$ cat config.mk
export PLATFORM = sky130hd
export DESIGN_NAME = pfe_sweep
export DESIGN_NICKNAME = d
export VERILOG_FILES = /design/src/hw/rtl/pfe_pkg.sv /design/src/hw/rtl/pfe_sweep.sv
export SDC_FILE = /design/constraint.sdc
export NUM_CORES = 1
export LEC_CHECK = 0
export BUFFER_PORTS_ARGS = -buffer_cell sky130_fd_sc_hd__buf_4
export CAP_MARGIN = 25
export CELL_PAD_IN_SITES_DETAIL_PLACEMENT = 0
export CELL_PAD_IN_SITES_GLOBAL_PLACEMENT = 1
export CORE_ASPECT_RATIO = 0.9
export CORE_MARGIN = 2
export CORE_UTILIZATION = 33
export CTS_CLUSTER_SIZE = 12
export DETAILED_ROUTE_END_ITERATION = 8
export GPL_TIMING_DRIVEN = 0
export MAX_ROUTING_LAYER = met4
export PLACE_DENSITY_LB_ADDON = 0.1
export SLEW_MARGIN = 30
export SYNTH_ARGS = -nofsm -noshare
export SYNTH_HDL_FRONTEND = slang
export SYNTH_SLANG_ARGS = --single-unit
$ cat constraint.sdc
create_clock -name i_clk -period 1.92 [get_ports i_clk]
set_input_delay 0.48 -clock i_clk [delete_from_list [all_inputs] [get_ports i_clk]]
set_output_delay 0.48 -clock i_clk [all_outputs]
set_load 0.02 [all_outputs]
$ cat src/hw/rtl/pfe_pkg.sv
// ----------------------------------------------------------------------------
// pfe_pkg: page frame store pixel engine, shared definitions
// Screen geometry, store sizing, operation and colour codes, sweep types.
// ----------------------------------------------------------------------------
package pfe_pkg;

    localparam int SCREEN_WIDTH  = 128;
    localparam int SCREEN_HEIGHT = 64;
    localparam int STORE_PAGES   = (SCREEN_HEIGHT + 7) / 8;
    localparam int STORE_BYTES   = SCREEN_WIDTH * STORE_PAGES;
    localparam int ADDR_W        = $clog2(STORE_BYTES);
    localparam int XW            = $clog2(SCREEN_WIDTH);
    localparam int PW            = $clog2(STORE_PAGES + 1);

    typedef logic [ADDR_W-1:0] t_addr;

    localparam t_addr LAST_ADDR = t_addr'(STORE_BYTES - 1);

    localparam logic [1:0] FUNC_DRAW  = 2'd0;
    localparam logic [1:0] FUNC_CLEAR = 2'd1;
    localparam logic [1:0] FUNC_READ  = 2'd2;

    localparam logic [1:0] COL_BLACK   = 2'd0;
    localparam logic [1:0] COL_WHITE   = 2'd1;
    localparam logic [1:0] COL_INVERSE = 2'd2;

    localparam logic [7:0] FILL_BLACK = 8'h00;
    localparam logic [7:0] FILL_WHITE = 8'hFF;

    typedef enum logic {
        SW_IDLE,
        SW_RUN
    } t_sweep_state;

    // write request and status from the fill sequencer
    typedef struct packed {
        logic       busy;
        logic       wr_en;
        t_addr      addr;
        logic [7:0] data;
    } t_sweep;

endpackage

$ cat src/hw/rtl/pfe_sweep.sv
// ----------------------------------------------------------------------------
// pfe_sweep: store fill sequencer
// Writes one fill byte per cycle over the whole store; runs black after reset.
// ----------------------------------------------------------------------------
module pfe_sweep (
    input  logic            i_clk,
    input  logic            i_rst_n,
    input  logic            i_go,
    input  logic [7:0]      i_fill,
    output pfe_pkg::t_sweep o_sweep
);

    pfe_pkg::t_sweep_state r_state, n_state;
    pfe_pkg::t_addr        r_count, n_count;
    logic [7:0]            r_fill, n_fill;

    always_ff @(posedge i_clk) begin
        if (!i_rst_n) begin
            r_state <= pfe_pkg::SW_RUN;
            r_count <= '0;
            r_fill  <= pfe_pkg::FILL_BLACK;
        end else begin
            r_state <= n_state;
            r_count <= n_count;
            r_fill  <= n_fill;
        end
    end

    always_comb begin
        n_state = r_state;
        n_count = r_count;
        n_fill  = r_fill;
        case (r_state)
            pfe_pkg::SW_IDLE: begin
                if (i_go) begin
                    n_state = pfe_pkg::SW_RUN;
                    n_count = '0;
                    n_fill  = i_fill;
                end
            end
            pfe_pkg::SW_RUN: begin
                if (r_count == pfe_pkg::LAST_ADDR) begin
                    n_state = pfe_pkg::SW_IDLE;
                end else begin
                    n_count = r_count + 1'b1;
                end
            end
            default: begin
                n_state = pfe_pkg::SW_IDLE;
            end
        endcase
    end

    always_comb begin
        o_sweep.busy  = (r_state == pfe_pkg::SW_RUN);
        o_sweep.wr_en = (r_state == pfe_pkg::SW_RUN);
        o_sweep.addr  = r_count;
        o_sweep.data  = r_fill;
    end

endmodule
==> results of run 1 <==
==> worst paths after layout <==
path	from	endpoint	slack (ps)	cells past startpoint
worst max register to register	r_count[0]	r_count[4]	240	5
worst max-delay path	r_count[0]	r_count[4]	240	5
worst min-delay path	i_fill[4]	r_fill[4]	410	3
worst min register to register	r_fill[6]	r_fill[6]	460	2
==> Yosys cell counts (2+ instances only) <==
| master | count | area, sq um |
|---|---|---|
| a21oi_1 | 11 | 55.05 |
| buf_2 | 2 | 10.01 |
| buf_4 | 2 | 15.01 |
| clkbuf_1 | 2 | 7.510 |
| dfxtp_1 | 19 | 380.4 |
| inv_1 | 4 | 15.01 |
| nand2_1 | 25 | 93.84 |
| nand3_1 | 5 | 25.02 |
| nand4_1 | 2 | 12.51 |
| nor2_1 | 3 | 11.26 |
| nor2b_1 | 2 | 12.51 |
| nor3_1 | 5 | 25.02 |
| nor4_1 | 2 | 12.51 |
| o21ai_0 | 4 | 20.02 |
| o31ai_1 | 3 | 22.52 |
| or3_1 | 2 | 12.51 |
| or4_1 | 2 | 15.01 |
==> area by class of cell <==
cell class | count | area share [%]
Multi-Input combinational cell | 77 | 38.08
Sequential cell | 19 | 33.08
Timing Repair Buffer | 29 | 18.93
Tap cell | 28 | 3.047
Buffer | 6 | 2.829
Clock buffer | 3 | 1.959
Inverter | 5 | 1.632
Clock inverter | 1 | 0.4353
==> cell families after synthesis <==
group,synth area share [%]
AO/OA/AOI/OAI,17.66
XOR/XNOR,1.013
adder cells (fa/ha/maj),1.447
buffers and inverters,5.932
flip-flops,43.99
multiplexers,1.158
AND/OR/NAND/NOR,28.80
==> metrics by stage <==
stage	hold WS, ps	area (sq um)	setup slack [ps]
6_report	408.1	1150	244.0
5_1_grt	400.5	1150	102.1
4_1_cts	396.6	1145	142.1
3_5_place_dp	449.7	1117	176.1
3_3_place_gp	442.2	1117	224.0
2_1_floorplan	534.5	864.6	284.6
==> registers in the layout, indices dropped and copies added, names as in the netlist <==
name     cells
r_state      1
r_fill       8
r_count     10
==> what timing repair did <==
| item | 4_1_cts | 5_1_grt |
|---|---|---|
| endpoints found under the setup margin | 0 | 1 |
| resized for setup | 0 | 1 |
| hold endpoints to repair | 0 | 0 |
==> where the power goes <==
part	leakage [nW]	total [W]	internal (W)	switching (W)
sequential	0.154	0.000409	0.000399	0.00000905
combinational	0.272	0.0000518	0.0000257	0.0000261
clock	0.0177	0.000207	0.0000777	0.000129
==> metal layers <==
layer / global-route usage [%] / up-vias / share of wire [%]
met1: 19.40 / 393 / 47
met3: 2.963 / 4 / 5.0
met2: 23.67 / 26 / 46
li1: - / 442 / -
met5: - / - / 0
met4: 5.814 / 0 / 1.8
==> worst max-delay path, stage by stage (launching register included) <==
cell and delay (ps):
dfxtp_1 450, ha_1 260, nand4_4 190, o311ai_2 450
or3_1 170, a21oi_1 60
==> layout by cell type, fill, tap and decap left out, types with 2 or more instances in the layout <==
| cell | instances |
|---|---|
| buf_4 | 31 |
| nand2_1 | 25 |
| dfxtp_1 | 19 |
| a21oi_1 | 11 |
| nand3_1 | 5 |
| nor3_1 | 5 |
| o21ai_0 | 4 |
| inv_1 | 4 |
| nor2_1 | 3 |
| clkbuf_4 | 3 |
| buf_2 | 2 |
| or3_1 | 2 |
| nor4_1 | 2 |
| clkbuf_1 | 2 |
| nand4_1 | 2 |
| o31ai_1 | 2 |
| nor2b_1 | 2 |
| or4_1 | 2 |
==> summary.txt, run 1 <==
Layout
  – Register area: 380.4 sq um
  – Share of post-route cells with drive strength above 1: 28.57%
  – Utilization after layout: 46.60%
  – NumNets Final: 153
  – Fill cell count: 272
  – Multi-input gate area: 437.9 sq um
  – Area grow syn2layout: 33.00%
  – Ant. Diodes: 0
  – Layout Cells excl Fill: 168

Power
  – Leakage Power: 0.4429 nW
  – Total design power: 0.0006671 W
  – Pwr/cell area: 580.2 nW/um^2
  – Maximum VDD drop: 0.0003278 V

Global route
  – GRT overflow: 0
  – Antenna violations before repair: 0
  – Vias in the first global route: 798
  – Overall Global Routing Usage: 15.14%
  – First-pass GRT wire length: 3394 um
  – Pin count of the biggest net entering global routing: 12

Hold path
  – HP Class: in -> reg

Worst setup path
  – Crit path required time: 2120 ps
  – CP Max Fanout: 9
  – Critical path launch point type: register
  – Crit. End Element: register
  – Crit path kind: reg -> reg
  – CP Data Arrival Time: 1880 ps

Synth
  – Post-synth EDFFs: 0
  – Sequential-to-total area share from yosys stat: 43.99%
  – Seq cells post-synth: 19
  – Syn nets: 119
  – Post-Synthesis Cells: 107
  – YS warnings: 0
  – Post-Syn Area per Cell: 8.080 sq um
  – Asr flop ratio synth: 0%
  – Mapped cell area: 864.6 sq um
  – Synth unique cells: 29
  – Post-synth top flop: dfxtp_1

Drt
  – DRT iter0 DRCs: 21
  – Vias per cell: 5.149
  – Wire length per cell: 12.23 um
  – Vias: 865
  – Final ANT Viol Nets: 0
  – Total Wirelength: 2055 um
  – 1st-pass router iterations: 4
  – DR DRC count: 0

Floorplanning
  – Die Span X: 57.96 um
  – Core Region: 2467 sq um
  – # IOs: 31
  – Initial Utilization: 35.04%
  – Row Count: 17
  – Die Y-Extent: 52.56 um
  – Die ar.: 3046 sq um

Clock tree
  – CTS Hold Buffers Added: 0
  – CTS buffer count: 3
  – Clk Latency, worst-skew pair: 300 ps
  – Clock transition at the registers of the reported paths: 110 ps
  – Clk sink count: 19
  – Longest Clk Path Bufs: 2
  – CTS H-tree depth: 1
  – CTS Root Cell: clkbuf_4
  – CTS tree: done
  – Setup bufs post-CTS: 0

Placement
  – Routability congestion estimate: 0.7962
  – Placed Cells: 164
  – DP Wirelength: 1516 um
  – Input/output buffers: 29

STA
  – Slew headroom: 72.22%
  – FMAX: 0.5967 GHz
  – Final slew viol count: 0
  – Final Hold Viols: 0
  – Setup Skew: 3.581 ps
  – Setup TNS: 0 ps
  – Fin crit period: 1676 ps
  – Worst slew pin tran: 416.7 ps
  – Tcrit/Tclk final: 87.29%
  – Setup-failing EPs final: 0
  – RSZ-0062 raised after global routing: no

Run
  – Max-Cap Viols: 0

Run status
  – Outcome: finished clean
(Power assumes the default switching activity.)
==> inputs of run 2 (changes only) <==
BUFFER_PORTS_ARGS = not set   (was -buffer_cell sky130_fd_sc_hd__buf_4)
CORE_UTILIZATION = 42   (was 33)
DONT_BUFFER_PORTS = 1   (was not set)
==> summary.txt, run 2 (synthesized netlist as in run 1, its figures left out) <==
Global route
  – GRT overflow: 0 (unchanged)
  – Overall Global Routing Usage: 15.93% (was 15.14%)
  – Antenna violations before repair: 0 (unchanged)
  – Pin count of the biggest net entering global routing: 12 (unchanged)
  – Vias in the first global route: 610 (was 798)
  – First-pass GRT wire length: 2760 um (was 3394 um)

Power
  – Sw Ratio: 23.85% (was 24.62%)
  – P_int: 0.0004857 W (was 0.0005029 W)
  – Leakage Power: 0.2944 nW (was 0.4429 nW)
  – Switching Power: 0.0001521 W (was 0.0001642 W)
  – Pwr/cell area: 685.2 nW/um^2 (was 580.2 nW/um^2)
  – Sequential share of power: 65.3% (was 61.2%)
  – Clock power share: 31.3% (was 31.0%)
  – Maximum VDD drop: 0.0002713 V (was 0.0003278 V)
  – Logic pwr share: 3.5% (was 7.8%)

STA
  – Fin crit period: 1661 ps (was 1676 ps)
  – Setup-failing EPs final: 0 (unchanged)
  – Setup Skew: 8.373 ps (was 3.581 ps)
  – Setup ws final: 258.7 ps (was 244.0 ps)
  – Worst slew pin tran: 422.2 ps (was 416.7 ps)
  – Tcrit/Tclk final: 86.52% (was 87.29%)
  – Slew headroom: 71.82% (was 72.22%)
  – RSZ-0062 raised after global routing: no (unchanged)
  – Hold_ws: 315.2 ps (was 408.1 ps)
  – Final slew viol count: 0 (unchanged)
  – FMAX: 0.6019 GHz (was 0.5967 GHz)
  – Setup TNS: 0 ps (unchanged)
  – Final Hold Viols: 0 (unchanged)

Worst setup path
  – CP Data Arrival Time: 1840 ps (was 1880 ps)
  – Reg2Reg Depth: 5 (unchanged)
  – Crit path kind: reg -> reg (unchanged)
  – Critical path launch point type: register (unchanged)
  – Critical Path, Cell by Cell: ha_1, nand4_4, nor3_1, or3_1, o21ai_0 (was ha_1, nand4_4, o311ai_2, or3_1, a21oi_1)
  – Crit Reg-Reg Startpoint: r_count[0] (unchanged)
  – Crit path required time: 2100 ps (was 2120 ps)
  – Slowest stage cell, crit path: dfxtp_2 (was dfxtp_1)
  – Worst r2r dst: r_count[0] (was r_count[4])
  – R2R Setup Slk: 260 ps (was 240 ps)
  – Crit. End Element: register (unchanged)
  – CP Max Fanout: 9 (unchanged)
  – Slowest stage delay, CP: 450 ps (about the same)

Layout
  – Most frequent cells in the layout: nand2_1 (25), dfxtp_1 (17), a21oi_1 (11) (was buf_4 (31), nand2_1 (25), dfxtp_1 (19))
  – Ant. Diodes: 0 (unchanged)
  – Register name with the most flops: r_count (unchanged)
  – Layout Cells excl Fill: 136 (was 168)
  – Commonest non-fill, non-tap cell in the layout: nand2_1 (was buf_4)
  – Largest register FFs: 10 (unchanged)
  – Share of post-route cells with drive strength above 1: 11.71% (was 28.57%)
  – NumNets Final: 124 (was 153)
  – Biggest regs: r_count (10), r_fill (8), r_state (1) (unchanged)
  – Area grow syn2layout: 7.670% (was 33.00%)

Clock tree
  – Clk sink count: 19 (unchanged)
  – Post-CTS sizing: 0 (unchanged)
  – Clk Latency, worst-skew pair: 290 ps (was 300 ps)
  – CTS buffer count: 3 (unchanged)
  – Setup bufs post-CTS: 0 (unchanged)
  – CTS Root Cell: clkbuf_4 (unchanged)
  – Clock transition at the registers of the reported paths: 110 ps (about the same)
  – CTS tree: done (unchanged)
  – Longest Clk Path Bufs: 2 (unchanged)
  – CTS H-tree depth: 1 (unchanged)
  – CTS Hold Buffers Added: 0 (unchanged)

Drt
  – DRT iter0 DRCs: 10 (was 21)
  – 1st-pass router iterations: 6 (was 4)
  – Vias: 752 (was 865)
  – Wire length per cell: 12.85 um (was 12.23 um)
  – Vias per cell: 5.529 (was 5.149)
  – Total Wirelength: 1748 um (was 2055 um)
  – Final ANT Viol Nets: 0 (unchanged)
  – DR DRC count: 0 (unchanged)

Floorplanning
  – Die Span X: 51.83 um (was 57.96 um)
  – Initial Utilization: 44.72% (was 35.04%)
  – # IOs: 31 (unchanged)
  – Die Y-Extent: 47.05 um (was 52.56 um)
  – Row Count: 15 (was 17)
  – Die ar.: 2438 sq um (was 3046 sq um)
  – Core Region: 1933 sq um (was 2467 sq um)

Placement
  – DP Wirelength: 1319 um (was 1516 um)
  – Pre-CTS setup slack: 58.58 ps (was 176.1 ps)
  – Input/output buffers: 0 (was 29)
  – Placed Cells: 132 (was 164)
  – Routability congestion estimate: 0.7819 (was 0.7962)

Hold path
  – Hold path depth: 2 (was 3)
  – Hold path start: i_fill[6] (was i_fill[4])
  – HP Class: in -> reg (unchanged)
  – Hold EP: r_fill[6] (was r_fill[4])

Run status
  – Outcome: finished clean (unchanged)

Run
  – Max-Cap Viols: 0 (unchanged)
run 2: cell type report:
cell class / instances / area, sq um
fillers: 199 / 1002
multi-input cells: 77 / 437.9
flip-flops and latches: 19 / 382.9
plain buffers: 6 / 32.53
well taps: 25 / 31.28
clock buffers: 3 / 22.52
inverters: 5 / 18.77
clock inverters: 1 / 5.005
run 2: power by group through the flow:
stage                logic, W  registers [W]  clock network (W)
CTS                 0.0000225       0.000416           0.000207
global route        0.0000261       0.000419           0.000227
floorplan           0.0000180       0.000422                  0
finish              0.0000220       0.000416           0.000200
detailed placement  0.0000225       0.000425                  0
global placement    0.0000224       0.000425                  0
run 2: critical path: cells and delay by family (launching register included):
kind                       cells  cell delay [ps]
and+or+nand+nor                3              770
DFF                            1              450
adders and majority gates      1              260
AOI/OAI and AO/OA              1               60
run 2: worst max-delay path by stage:
stage                          start    endpoint  slack [ps]  depth (start not counted)
after detailed placement  r_count[0]  r_count[6]          60                          5
after global routing      r_count[0]  r_count[5]          90                          5
after floorplan           r_count[0]  r_count[6]         280                          5
after CTS                 r_count[0]  r_count[6]          40                          5
final                     r_count[0]  r_count[0]         260                          5
after global placement    r_count[0]  r_count[6]          70                          5
run 2: metal layers:
layer  vias up  track usage (%)  part of all wire [%]
li1        389                -                     -
met1       342            21.25                    51
met2        19            20.51                    42
met3         2            7.325                   6.8
met4         0            6.316                  0.86
met5         -                -                     0
run 2: metrics by stage:
step	cell area, sq um	total power [W]	utilization, %
6_report	930.9	0.0006378	48.16
5_1_grt	930.9	0.0006715	48.16
4_1_cts	923.4	0.0006448	47.77
3_5_place_dp	895.9	0.0004472	46.34
3_3_place_gp	895.9	0.0004473	46.34
2_1_floorplan	864.6	0.0004402	-
==> inputs of run 3 (changes only) <==
RECOVER_POWER = 100   (was not set)
==> summary.txt, run 3 (synthesized netlist as in run 1, its figures left out) <==
STA
  – Fin crit period: 1729 ps (was 1661 ps)
  – Setup ws final: 191.1 ps (was 258.7 ps)
  – Tcrit/Tclk final: 90.05% (was 86.52%)
  – Final slew viol count: 0 (unchanged)
  – Final Hold Viols: 0 (unchanged)
  – Setup TNS: 0 ps (unchanged)
  – Slew headroom: 69.95% (was 71.82%)
  – FMAX: 0.5784 GHz (was 0.6019 GHz)
  – RSZ-0062 raised after global routing: no (unchanged)
  – Setup Skew: 8.594 ps (was 8.373 ps)
  – Setup-failing EPs final: 0 (unchanged)
  – Worst slew pin tran: 447.0 ps (was 422.2 ps)

Floorplanning
  – # IOs: 31 (unchanged)
  – Row Count: 15 (unchanged)
  – Die ar.: 2438 sq um (unchanged)
  – Core Region: 1933 sq um (unchanged)
  – Die Y-Extent: 47.05 um (unchanged)
  – Initial Utilization: 44.72% (unchanged)
  – Die Span X: 51.83 um (unchanged)

Layout
  – Area grow syn2layout: 6.078% (was 7.670%)
  – Share of post-route cells with drive strength above 1: 8.108% (was 11.71%)
  – Register name with the most flops: r_count (unchanged)
  – Multi-input gate area: 432.9 sq um (was 437.9 sq um)
  – Biggest regs: r_count (10), r_fill (8), r_state (1) (unchanged)
  – Commonest non-fill, non-tap cell in the layout: nand2_1 (unchanged)
  – Fill cell count: 202 (was 199)
  – NumNets Final: 124 (unchanged)
  – Ant. Diodes: 0 (unchanged)
  – Utilization after layout: 47.44% (was 48.16%)
  – Register area: 382.9 sq um (unchanged)
  – Largest register FFs: 10 (unchanged)
  – Most frequent cells in the layout: nand2_1 (25), dfxtp_1 (17), a21oi_1 (11) (unchanged)

Worst setup path
  – Critical path launch point type: register (unchanged)
  – Crit path kind: reg -> reg (unchanged)
  – Worst r2r dst: r_count[6] (was r_count[0])
  – Reg2Reg Depth: 5 (unchanged)
  – CP Max Fanout: 9 (unchanged)
  – Crit. End Element: register (unchanged)
  – CP Data Arrival Time: 1920 ps (was 1840 ps)
  – R2R Setup Slk: 190 ps (was 260 ps)
  – Crit path required time: 2110 ps (was 2100 ps)
  – Crit Reg-Reg Startpoint: r_count[0] (unchanged)

Power
  – Total design power: 0.0006380 W (was 0.0006378 W)
  – Pwr/cell area: 695.7 nW/um^2 (was 685.2 nW/um^2)
  – Maximum VDD drop: 0.0002716 V (was 0.0002713 V)
  – Leakage Power: 0.2857 nW (was 0.2944 nW)

Clock tree
  – Clk sink count: 19 (unchanged)
  – CTS tree: done (unchanged)
  – Clock transition at the registers of the reported paths: 110 ps (about the same)
  – CTS H-tree depth: 1 (unchanged)
  – CTS buffer count: 3 (unchanged)
  – CTS Hold Buffers Added: 0 (unchanged)
  – Longest Clk Path Bufs: 2 (unchanged)
  – Setup bufs post-CTS: 0 (unchanged)
  – CTS Root Cell: clkbuf_4 (unchanged)
  – Clk Latency, worst-skew pair: 290 ps (about the same)

Drt
  – Vias per cell: 5.596 (was 5.529)
  – 1st-pass router iterations: 4 (was 6)
  – Final ANT Viol Nets: 0 (unchanged)
  – Vias: 761 (was 752)
  – Wire length per cell: 13.00 um (was 12.85 um)
  – Total Wirelength: 1768 um (was 1748 um)
  – DR DRC count: 0 (unchanged)
  – DRT iter0 DRCs: 10 (unchanged)

Global route
  – Pin count of the biggest net entering global routing: 12 (unchanged)
  – GRT overflow: 0 (unchanged)
  – Antenna violations before repair: 0 (unchanged)
  – Vias in the first global route: 610 (unchanged)
  – Overall Global Routing Usage: 15.93% (unchanged)
  – First-pass GRT wire length: 2760 um (unchanged)

Hold path
  – Hold EP: r_fill[6] (unchanged)
  – Hold path depth: 2 (unchanged)
  – HP Class: in -> reg (unchanged)
  – Hold path start: i_fill[6] (unchanged)

Run
  – Max-Cap Viols: 0 (unchanged)

Placement
  – Routability congestion estimate: 0.7819 (unchanged)
  – Input/output buffers: 0 (unchanged)
  – Pre-CTS setup slack: 58.58 ps (unchanged)
  – DP Wirelength: 1319 um (unchanged)

Run status
  – Outcome: finished clean (unchanged)
-- run 3: worst max path at each step --
| stage | start | endpoint | slack [ps] | cells after the start |
|---|---|---|---|---|
| 3_3_place_gp | r_count[0] | r_count[6] | 70 | 5 |
| 2_1_floorplan | r_count[0] | r_count[6] | 280 | 5 |
| 6_report | r_count[0] | r_count[6] | 190 | 5 |
| 4_1_cts | r_count[0] | r_count[6] | 40 | 5 |
| 3_5_place_dp | r_count[0] | r_count[6] | 60 | 5 |
| 5_1_grt | r_count[0] | r_count[6] | 60 | 5 |
-- run 3: critical path, stage by stage (launching register included) --
cell	delay, ps
dfxtp_2	450
ha_1	260
nand4_4	190
o31ai_1	490
or4_1	180
a21oi_1	60
-- run 3: per-layer routing --
metal | wire length [um] | global-route usage (%) | vias to the layer above
met5 | 0 | - | -
met1 | 904 | 21.25 | 346
met2 | 732 | 20.51 | 23
met4 | 16 | 6.316 | 0
met3 | 115 | 7.325 | 2
li1 | - | - | 390
-- run 3: metrics by stage --
stage                     hold slack, ps  area, sq um  instances
after global placement             546.8        895.9        132
final                              315.0        917.1        136
after global routing               297.5        917.1        136
after detailed placement           550.4        895.9        132
after floorplan                    534.5        864.6        107
after CTS                          302.0        923.4        136
-- run 3: cell type report --
| class | instances | share of cell area [%] |
|---|---|---|
| well taps | 25 | 3.411 |
| clock inverters | 1 | 0.5457 |
| flip-flops and latches | 19 | 41.75 |
| clock buffers | 3 | 2.456 |
| plain buffers | 6 | 2.592 |
| multi-input cells | 77 | 47.20 |
| inverters | 5 | 2.046 |
-- run 3: what timing repair did --
item,CTS,global route
gates resized for setup,0,3
endpoints found under the hold margin,0,0
endpoints found under the setup margin,0,6
-- run 3: where the power goes --
| group | switching [W] | internal, W |
|---|---|---|
| Clock | 0.000122 | 0.0000773 |
| Sequential | 0.0000158 | 0.000400 |
| Combinational | 0.0000141 | 0.00000798 |
